## config.mk

```make
export PLATFORM = sky130hd
export DESIGN_NAME = decimal_significant_digit_round
export DESIGN_NICKNAME = d
export VERILOG_FILES = /design/src/rtl/dsdr_pkg.sv /design/src/rtl/dsdr_front.sv /design/src/rtl/dsdr_queue.sv /design/src/rtl/dsdr_back.sv /design/src/rtl/decimal_significant_digit_round.sv
export SDC_FILE = /design/constraint.sdc
export NUM_CORES = 2
export LEC_CHECK = 0
export BUFFER_PORTS_ARGS = -buffer_cell sky130_fd_sc_hd__clkbuf_2
export CORE_MARGIN = 4
export CORE_UTILIZATION = 56
export CTS_BUF_LIST = sky130_fd_sc_hd__clkbuf_8
export CTS_CLUSTER_DIAMETER = 30
export DETAILED_ROUTE_END_ITERATION = 8
export PLACE_DENSITY = 0.85
export SLEW_MARGIN = 10
export SYNTH_ARGS = -nofsm -noshare
export SYNTH_HDL_FRONTEND = slang
export SYNTH_SLANG_ARGS = --single-unit
```

## constraint.sdc

```tcl
create_clock -name clk -period 11.3 [get_ports clk]
set_input_delay 2.26 -clock clk [delete_from_list [all_inputs] [get_ports clk]]
set_output_delay 2.26 -clock clk [all_outputs]
set_load 0.01 [all_outputs]
```

## src/rtl/dsdr_pkg.sv

```systemverilog
// Types, constants and power-of-ten tables for the significant-digit rounder.
package dsdr_pkg;

  localparam int unsigned VAL_W   = 32;
  localparam int unsigned DIG_W   = 4;
  localparam int unsigned POW_W   = 30;
  localparam int unsigned WORK_W  = 33;
  localparam int unsigned PROD_W  = 60;
  localparam int unsigned ADDR_W  = 3;

  localparam logic [DIG_W-1:0] SIGDIG_RESET = 4'd3;
  localparam logic [DIG_W-1:0] SIGDIG_MIN   = 4'd1;
  localparam logic [DIG_W-1:0] DROP_LAST    = 4'd1;

  // Register index, taken from paddr bit 2 (registers are word aligned).
  localparam logic REG_SIGDIG = 1'b0;

  // floor(x / 5) == (x * RECIP_FIVE) >> RECIP_SHIFT for every 32-bit x.
  localparam logic [31:0] RECIP_FIVE  = 32'hCCCC_CCCD;
  localparam int unsigned RECIP_SHIFT = 34;

  localparam int unsigned Q_DEPTH = 2;
  localparam int unsigned Q_PTR_W = 1;
  localparam int unsigned Q_CNT_W = 2;

  typedef struct packed {
    logic [VAL_W-1:0] value;
    logic             pass;
    logic [DIG_W-1:0] drop;
  } dsdr_item_t;

  typedef enum logic [1:0] {
    BK_IDLE,
    BK_DIV,
    BK_MUL,
    BK_OUT
  } dsdr_bk_state_t;

  function automatic logic [POW_W-1:0] pow10(input logic [DIG_W-1:0] e);
    logic [POW_W-1:0] p;
    unique case (e)
      4'd1:    p = 30'd10;
      4'd2:    p = 30'd100;
      4'd3:    p = 30'd1000;
      4'd4:    p = 30'd10000;
      4'd5:    p = 30'd100000;
      4'd6:    p = 30'd1000000;
      4'd7:    p = 30'd10000000;
      4'd8:    p = 30'd100000000;
      4'd9:    p = 30'd1000000000;
      default: p = 30'd1;
    endcase
    return p;
  endfunction

  // Half of ten to the e, for e from one to nine.
  function automatic logic [POW_W-1:0] half_pow10(input logic [DIG_W-1:0] e);
    logic [POW_W-1:0] h;
    unique case (e)
      4'd1:    h = 30'd5;
      4'd2:    h = 30'd50;
      4'd3:    h = 30'd500;
      4'd4:    h = 30'd5000;
      4'd5:    h = 30'd50000;
      4'd6:    h = 30'd500000;
      4'd7:    h = 30'd5000000;
      4'd8:    h = 30'd50000000;
      4'd9:    h = 30'd500000000;
      default: h = 30'd0;
    endcase
    return h;
  endfunction

  // Number of decimal digits of v, one for zero.
  function automatic logic [DIG_W-1:0] digit_count(input logic [VAL_W-1:0] v);
    logic [DIG_W-1:0] n;
    n = 4'd1;
    for (int k = 1; k <= 9; k++) begin
      if (v >= {2'b00, pow10(4'(k))}) n = n + 4'd1;
    end
    return n;
  endfunction

endpackage

```

## src/rtl/dsdr_front.sv

```systemverilog
// Front end: takes a value, counts its digits and decides how many to drop.
module dsdr_front (
  input  logic                           start,
  input  logic                           full,
  input  logic [dsdr_pkg::VAL_W-1:0]     raw_value,
  input  logic [dsdr_pkg::DIG_W-1:0]     sig_digits,
  output logic                           push,
  output dsdr_pkg::dsdr_item_t           item
);
  import dsdr_pkg::*;

  logic [DIG_W-1:0] keep;
  logic [DIG_W-1:0] digits;

  always_comb begin
    keep   = (sig_digits < SIGDIG_MIN) ? SIGDIG_MIN : sig_digits;
    digits = digit_count(raw_value);
    push   = start & ~full;
    item.value = raw_value;
    item.pass  = (digits <= keep);
    // Only meaningful when digits are dropped.
    item.drop  = digits - keep;
  end

endmodule

```

## src/rtl/dsdr_queue.sv

```systemverilog
// Two-entry queue between the classifying front end and the rounding back end.
module dsdr_queue (
  input  logic                 clk,
  input  logic                 rst_n,
  input  logic                 push,
  input  dsdr_pkg::dsdr_item_t wr_item,
  input  logic                 pop,
  output dsdr_pkg::dsdr_item_t rd_item,
  output logic                 empty,
  output logic                 full
);
  import dsdr_pkg::*;

  dsdr_item_t         mem_r [Q_DEPTH];
  logic [Q_PTR_W-1:0] wr_ptr_r, wr_ptr_nxt;
  logic [Q_PTR_W-1:0] rd_ptr_r, rd_ptr_nxt;
  logic [Q_CNT_W-1:0] cnt_r, cnt_nxt;

  always_comb begin
    empty      = (cnt_r == '0);
    full       = (cnt_r == Q_CNT_W'(Q_DEPTH));
    rd_item    = mem_r[rd_ptr_r];
    wr_ptr_nxt = push ? wr_ptr_r + 1'b1 : wr_ptr_r;
    rd_ptr_nxt = pop  ? rd_ptr_r + 1'b1 : rd_ptr_r;
    cnt_nxt    = cnt_r + Q_CNT_W'(push) - Q_CNT_W'(pop);
  end

  always_ff @(posedge clk) begin
    if (!rst_n) begin
      wr_ptr_r <= '0;
      rd_ptr_r <= '0;
      cnt_r    <= '0;
    end else begin
      wr_ptr_r <= wr_ptr_nxt;
      rd_ptr_r <= rd_ptr_nxt;
      cnt_r    <= cnt_nxt;
    end
  end

  always_ff @(posedge clk) begin
    if (push) begin
      mem_r[wr_ptr_r] <= wr_item;
    end
  end

endmodule

```

## src/rtl/dsdr_back.sv

```systemverilog
// Back end: adds half the divisor, divides by ten per step, multiplies back.
module dsdr_back (
  input  logic                        clk,
  input  logic                        rst_n,
  input  logic                        empty,
  input  dsdr_pkg::dsdr_item_t        item,
  output logic                        pop,
  output logic                        out_valid,
  output logic [dsdr_pkg::VAL_W-1:0]  out_rounded_value,
  output logic                        out_overflow
);
  import dsdr_pkg::*;

  dsdr_bk_state_t    state_r, state_nxt;
  logic [WORK_W-1:0] w_r, w_nxt;
  logic [DIG_W-1:0]  cnt_r, cnt_nxt;
  logic [POW_W-1:0]  d_r, d_nxt;
  logic [PROD_W-1:0] prod_r, prod_nxt;
  logic [63:0]       div_prod;

  // Next state.
  always_comb begin
    state_nxt = state_r;
    unique case (state_r)
      BK_IDLE: if (!empty) state_nxt = item.pass ? BK_OUT : BK_DIV;
      BK_DIV:  if (cnt_r == DROP_LAST) state_nxt = BK_MUL;
      BK_MUL:  state_nxt = BK_OUT;
      BK_OUT:  state_nxt = BK_IDLE;
      default: state_nxt = BK_IDLE;
    endcase
  end

  // Control outputs.
  always_comb begin
    pop       = (state_r == BK_IDLE) && !empty;
    out_valid = (state_r == BK_OUT);
  end

  // Datapath. Rounding half up is floor((v + D/2) / D), and floor(x / 10)
  // is taken as floor(floor(x / 2) / 5) through a reciprocal multiply.
  always_comb begin
    div_prod = 64'(w_r[WORK_W-1:1]) * 64'(RECIP_FIVE);
    w_nxt    = w_r;
    cnt_nxt  = cnt_r;
    d_nxt    = d_r;
    prod_nxt = prod_r;
    unique case (state_r)
      BK_IDLE: begin
        w_nxt    = {1'b0, item.value} + {3'b000, half_pow10(item.drop)};
        cnt_nxt  = item.drop;
        d_nxt    = pow10(item.drop);
        prod_nxt = {{(PROD_W-VAL_W){1'b0}}, item.value};
      end
      BK_DIV: begin
        w_nxt   = {3'b000, div_prod[63:RECIP_SHIFT]};
        cnt_nxt = cnt_r - DIG_W'(1);
      end
      BK_MUL: begin
        prod_nxt = PROD_W'(w_r[POW_W-1:0]) * PROD_W'(d_r);
      end
      default: ;
    endcase
  end

  always_ff @(posedge clk) begin
    if (!rst_n) begin
      state_r <= BK_IDLE;
    end else begin
      state_r <= state_nxt;
    end
  end

  always_ff @(posedge clk) begin
    w_r    <= w_nxt;
    cnt_r  <= cnt_nxt;
    d_r    <= d_nxt;
    prod_r <= prod_nxt;
  end

  always_comb begin
    out_overflow      = |prod_r[PROD_W-1:VAL_W];
    out_rounded_value = out_overflow ? '1 : prod_r[VAL_W-1:0];
  end

endmodule

```

## src/rtl/decimal_significant_digit_round.sv

```systemverilog
// Accepted values pass through the queue to the back end, which works on one at a time.
// Idle leads to the result strobe, through the divide loop and multiply when digits are dropped.
// The front end accepts while the two-entry queue has room; busy is high only when it is full.
// The result strobe lasts one cycle and is never held off by the receiver.
// Synchronous active-low reset sets significant_digits to 3, empties the queue, idles the back.
module decimal_significant_digit_round (
  input  logic                          clk,
  input  logic                          rst_n,
  input  logic                          start,
  output logic                          busy,
  input  logic [dsdr_pkg::VAL_W-1:0]    in_raw_value,
  output logic                          out_valid,
  output logic [dsdr_pkg::VAL_W-1:0]    out_rounded_value,
  output logic                          out_overflow,
  input  logic                          psel,
  input  logic                          penable,
  input  logic                          pwrite,
  input  logic [dsdr_pkg::ADDR_W-1:0]   paddr,
  input  logic [31:0]                   pwdata,
  output logic [31:0]                   prdata,
  output logic                          pready
);
  import dsdr_pkg::*;

  logic [DIG_W-1:0] sig_r, sig_nxt;
  logic             cfg_wr;
  logic             push, pop, empty, full;
  dsdr_item_t       wr_item, rd_item;

  always_comb begin
    pready  = 1'b1;
    cfg_wr  = psel & penable & pwrite & pready & (paddr[2] == REG_SIGDIG);
    sig_nxt = cfg_wr ? pwdata[DIG_W-1:0] : sig_r;
    prdata  = (paddr[2] == REG_SIGDIG) ? {{(32-DIG_W){1'b0}}, sig_r} : '0;
    busy    = full;
  end

  always_ff @(posedge clk) begin
    if (!rst_n) begin
      sig_r <= SIGDIG_RESET;
    end else begin
      sig_r <= sig_nxt;
    end
  end

  dsdr_front u_front (
    .start      (start),
    .full       (full),
    .raw_value  (in_raw_value),
    .sig_digits (sig_r),
    .push       (push),
    .item       (wr_item)
  );

  dsdr_queue u_queue (
    .clk     (clk),
    .rst_n   (rst_n),
    .push    (push),
    .wr_item (wr_item),
    .pop     (pop),
    .rd_item (rd_item),
    .empty   (empty),
    .full    (full)
  );

  dsdr_back u_back (
    .clk               (clk),
    .rst_n             (rst_n),
    .empty             (empty),
    .item              (rd_item),
    .pop               (pop),
    .out_valid         (out_valid),
    .out_rounded_value (out_rounded_value),
    .out_overflow      (out_overflow)
  );

endmodule

```

# --- After elaboration in Yosys (flattened, before gate mapping) ---
# Memories as Yosys holds them, arrays and structs flattened. A register that Yosys moved wholly into a read port is not among the register bits.
# Index checks and enable logic that the tools add are counted.
classes:
  addsub: 15
  multipliers: 2
  n_lt_le_gt_ge: 11
  eq_ne: 7
  mux: 24
  n_bitwise: 6
  reduce_logical: 8
ops:
  columns: ["cell", "n"]
  rows:
  - ["$pmux 60 s2", 1]
  - ["$pmux 33 s2", 1]
  - ["$mul 32x32->64 const B", 1]
  - ["$mul 30x30->60", 1]
  - ["$mux 4", 10]
  - ["$add 32x30->33", 1]
  - ["$ge 32x10->1 const B", 1]
  - ["$ge 32x14->1 const B", 1]
  - ["$ge 32x17->1 const B", 1]
  - ["$ge 32x20->1 const B", 1]
  - ["$ge 32x24->1 const B", 1]
  - ["$ge 32x27->1 const B", 1]
  - ["$ge 32x30->1 const B", 1]
  - ["$ge 32x4->1 const B", 1]
  - ["$ge 32x7->1 const B", 1]
  - ["$mux 32", 1]
  - ["$mux 30", 1]
  - ["$add 4x1->4 const B", 7]
  - ["$reduce_or 28->1", 1]
  - ["$mux 2", 4]
  - ["$pmux 2 s4", 1]
  - ["$pmux 4 s2", 1]
  - ["$eq 2x2->1 const B", 3]
  - ["$and 1x1->1", 4]
  - ["other kinds (19)", 26]
word_totals:
  regBits: 107
  ram_bits: 74
  mem_bits_ro: 944
  inputBits: 73
  output_inout_bits: 68
  elab_cells: 84
  mem_count: 3
memory_table:
  columns: ["memory", "depth", "width", "rd", "rd_clocked_by_memory_dff", "wr", "line_no", "rtl"]
  rows:
  - ["(no name shown)", 16, 30, 1, 1, 0, "dsdr_pkg.sv:41", "unique case (e)"]
  - ["(no name shown)", 16, 29, 1, 0, 0, "dsdr_pkg.sv:59", "unique case (e)"]
  - ["u_queue.mem_r", 2, 37, 1, 1, 1, "dsdr_queue.sv:14", "dsdr_item_t mem_r [Q_DEPTH];"]

# --- Logic depth before layout (Yosys ltp) ---
depth:
  depth_word: 19
  ltp_mapped: 32
  mapped_depth_nobuf: 29

# --- Modules after synthesis ---
# Synthesis repeated with hierarchy kept, for this count alone.
unflattened:
  hier_cells: 5811
  area_unflattened_um2: 57268.7
by_module_without_submodules:
  columns: ["mod", "instances", "cells_each", "area_per_inst_um2", "seq_area_each_um2"]
  rows:
  - ["dsdr_back", 1, 5422, 52327.7, 3643.5]
  - ["dsdr_queue", 1, 136, 3047.9, 2322.2]
  - ["dsdr_front", 1, 200, 1451.4, 0.0]
  - ["decimal_significant_digit_round", 1, 53, 441.7, 80.1]

# --- Worst setup path after synthesis ---
# No wires, ideal clock.
synth_timing:
  path_kind: "register -> register"
  from: "register u_back.w_r[7]"
  to: "register u_back.prod_r[52], data pin"
  arrival_ps: 7999
  path_slack_ps: 3035
  stages_incl_launch_ff: 29
  period_less_slack_ps: 8265
  path_cell_list: "edfxtp_1 > clkbuf_1 > clkbuf_1 > nand2_1 > fa_1 > inv_1 > fa_1 > inv_1 > fa_1 > inv_1 > fa_1 > fa_1 > fa_1 > fa_1 > inv_1 > fa_1 > inv_1 > ha_1 > buf_2 > and3_1 > and4_1 > a2111oi_2 > or4b_1 > o21a_1 > a21oi_2 > nor2_1 > a31oi_1 > xor2_1 > nor2_1"
synth_between:
  elab_chain_len: 2
synth_rtl:
  columns: ["item", "line_no", "rtl"]
  rows:
  - ["start, declared", "dsdr_back.sv:15", "logic [WORK_W-1:0] w_r, w_nxt;"]
  - ["start signal, assigned", "dsdr_back.sv:74", "w_r <= w_nxt;"]
  - ["$mul 30x30->60", "dsdr_back.sv:59", "prod_nxt = PROD_W'(w_r[POW_W-1:0]) * PROD_W'(d_r);"]
  - ["$pmux 60 s2", "dsdr_back.sv:47", "unique case (state_r)"]
  - ["end signal, assigned", "dsdr_back.sv:77", "prod_r <= prod_nxt;"]
  - ["end, declared", "dsdr_back.sv:18", "logic [PROD_W-1:0] prod_r, prod_nxt;"]
# No other way between the ends.
# A chain may end at the register's enable or synchronous reset.

# --- Worst setup path after layout ---
layout_timing:
  from: "register u_back.w_r[15]"
  to: "register u_back.prod_r[58], data pin"
# The elaborated chain is that of the path after synthesis.

==> flow_metrics.py <==
metrics = {
    "sta": {
        "final-max-slew-violation-count": 0,
        "finish_stage_setup_viols": 0,
        "final.setup_skew_ns": 0.03971,
        "max_freq_mhz": 105.6,
        "max_slew.worst_pin.slew_ns": 1.197,
        "rsz0062_at_grt": "false",
        "finalHoldViolations": 0,
        "setup_slack_ns": 1.829,
        "post-route-period-util_pct": 83.81,
        "timing.final.crit_period_ns": 9.471,
        "timing.max_slew.rel_slack_pct": 20.17,
        "setup-tns-final_ns": 0,
    },
    "global_routing": {
        "initial_antenna_violation_count": 3,
        "global_route.usage.met1_pct": 38.33,
        "grt_remaining_overflow": 0,
        "busiest_layer": "met2",
        "grtUsageMet3_pct": 6.776,
        "grt_first_pass_wirelength_um": 245100,
        "grtUsageMet2_pct": 46.73,
        "track_usage_pct": 29.75,
        "largest_net_degree_at_the_start_of_global_routing": 61,
        "grt_pass1_vias": 44530,
    },
    "logic_synthesis": {
        "number_of_enable_flip_flop_cells_after_synthesis": 194,
        "postSynthAreaPerCell_sq_um": 9.856,
        "count_of_cell_types_in_the_netlist": 83,
        "synth_area_sq_um": 56410,
        "synth.ff_latch_count": 205,
        "fraction_of_synthesized_cell_area_taken_by_the_top_area_cell_type_pct": 41.63,
        "postSynth.topFlopCell": "edfxtp_1",
        "synth_top_cells_by_area": "fa_1 (42%), ha_1 (15%), edfxtp_1 (10%), inv_1 (9.6%), and2_1 (5.3%)",
        "synth_largest_area_cell": "fa_1",
        "register_area_share_after_synthesis_pct": 10.72,
        "yosysWarnings": 0,
        "synth_instances": 5723,
        "synth-async-reset-ratio_pct": 0,
    },
    "final_layout": {
        "final_area_sq_um": 58890,
        "layout-drive-gt1-share_pct": 5.158,
        "areaGrowthSynthToFinish_pct": 4.399,
        "commonest_cells_after_routing_fill_and_taps_aside": "inv_1 (1442), fa_1 (1173), ha_1 (652)",
        "design.final.nets": 7615,
        "layout.core_utilization_pct": 58.89,
        "final_common_cell": "inv_1",
    },
    "detailed_routing": {
        "post_drt_via_cell_ratio": 5.739,
        "drt_pre_antenna_iters": 5,
        "routed_wirelength_um": 153100,
        "drtIter0Drc": 3177,
        "ant_nets": 0,
        "routed_wire_length_per_instance_um": 21.76,
        "vias": 40390,
        "post-route-drc-count": 0,
    },
    "floorplan": {
        "die-width_um": 325.4,
        "initial_utilization_pct": 56.41,
        "io-pin-count": 141,
        "die_height_um": 325.4,
        "dieArea_sq_um": 105900,
        "placement_rows": 116,
        "area_of_the_core_sq_um": 100000,
    },
    "cts": {
        "cts_root_buf": "clkbuf_8",
        "setup_repair_bufs_after_cts": 0,
        "cts_resized": 0,
        "clk-insertion-delay-late_ns": 0.56,
        "cts-root-to-sink-buffers": 3,
        "clkSlewWorstSetupHoldPaths_ns": 0.07,
        "clock_sink_count": 205,
        "cts_buffers": 34,
        "cts-hold-fix-buffers": 0,
        "cts_tree": "built",
        "cts-htree-levels": 2,
    },
    "setup_path": {
        "worstReg2RegStart": "u_back.w_r[15]",
        "r2r-end": "u_back.prod_r[58]",
        "crit_required_ns": 11.67,
        "rr_worst_depth": 25,
        "setup_crit_end_kind": "flop",
        "worstPathArrival_ns": 9.84,
        "setup.worst_path.start_class": "flop",
        "timing.critical_path.fanout_max": 16,
        "reg2reg_slack_ns": 1.83,
        "worst-setup-path-type": "flop to flop",
    },
    "status": {
        "run_status": "complete, no violations",
    },
    "min_path": {
        "min_delay_path_depth": 2,
        "worst_hold_path.endpoint": "sig_r[2]",
        "worst_hold_path_type": "flop to flop",
        "hp-start": "sig_r[2]",
    },
    "placed_design": {
        "preCtsSetupSlack_ns": 2.065,
        "place_congestion": 0.9932,
        "portBuffers": 81,
        "postPlaceCellArea_sq_um": 58150,
        "detailed_place_hpwl_um": 127300,
    },
    "run": {
        "max_cap_violations": 0,
    },
}
critical path: stages, from the launching register on:
cell,delay (ns)
edfxtp_1,1.07
buf_4,0.30
and2_1,0.43
fa_1,0.50
inv_1,0.09
fa_1,0.42
fa_1,0.47
fa_1,0.51
inv_1,0.05
fa_1,0.48
fa_1,0.53
fa_1,0.59
inv_1,0.08
fa_1,0.54
inv_1,0.04
ha_1,0.37
and3_1,0.27
and4_1,0.26
a2111oi_2,0.50
or4b_1,0.50
o21ai_0,0.27
o211ai_1,0.18
a21oi_1,0.31
o21ai_1,0.11
o21ai_0,0.14
mux2i_1,0.27
sequential cells by signal, indices dropped and copies added (netlist names), named ones only:
signal	flops
u_back.w_r	33
u_back.cnt_r	4
u_back.d_r	23
sig_r	4
u_queue.wr_ptr_r	1
u_queue.cnt_r	2
u_back.state_r	2
u_back.prod_r	60
u_queue.mem_r	74
u_queue.rd_ptr_r	1
metal layers:
layer / routed length, um / vias to the layer above
li1: - / 17510
met1: 57990 / 20180
met2: 69290 / 2176
met3: 15240 / 525
met4: 10610 / 0
met5: 0 / -
cells in the mapped netlist, types with 29 or more instances:
cell,number
nand4_1,29
clkbuf_1,187
ha_1,654
inv_1,1436
nor2_1,141
edfxtp_1,194
xor2_1,77
mux2_2,40
nand2_1,374
buf_4,29
a31oi_1,30
fa_1,1173
xnor2_1,82
nand3_1,31
a21o_1,98
and3_1,31
a21oi_1,167
or3_1,43
and2_1,475
o21ai_0,102
cells by family (layout without fill, tap and decap cells):
logic type      Yosys count  count (layout)  synth area share (%)
mux                      61              61                 1.171
other cells               2              30               0.01331
fa+ha+maj              1828            1828                 56.16
xor+xnor                164             164                 2.613
buf+inv                1665            1654                 11.28
flops                   205             205                 10.72
simple gates           1233            1233                 11.46
compound gates          565             565                 6.592
how the worst max path moves through the flow:
| stage | cells past startpoint | startpoint | slack, ns | to |
|---|---|---|---|---|
| finish | 25 | u_back.w_r[15] | 1.83 | u_back.prod_r[58] |
| detailed placement | 25 | u_back.w_r[21] | 2.07 | u_back.prod_r[58] |
| global placement | 25 | u_back.w_r[15] | 2.23 | u_back.prod_r[58] |
| global route | 25 | u_back.w_r[15] | 1.52 | u_back.prod_r[58] |
| floorplan | 28 | u_back.w_r[7] | 3.04 | u_back.prod_r[52] |
| CTS | 25 | u_back.w_r[21] | 1.96 | u_back.prod_r[58] |
per-stage QoR:
stage | hold slack [ns] | instances
after global placement | 0.5013 | 6976
after CTS | 0.5265 | 7036
after floorplan | 0.4605 | 5750
after detailed placement | 0.5076 | 6976
final | 0.5244 | 7038
after global routing | 0.5713 | 7038
area by class of cell:
| cell class | count | area (sq um) |
|---|---|---|
| multi-input combinational | 3880 | 44120 |
| clock buffer | 35 | 481.7 |
| tap | 1298 | 1624 |
| antenna | 1 | 2.502 |
| clock inverter | 25 | 224.0 |
| sequential | 205 | 6047 |
| timing repair buffer | 157 | 996.0 |
| inverter | 1437 | 5394 |
| fill | 7988 | 41110 |
Power is not shown: default switching activity piles up to over one toggle a cycle in this logic, so the estimate is an artifact.
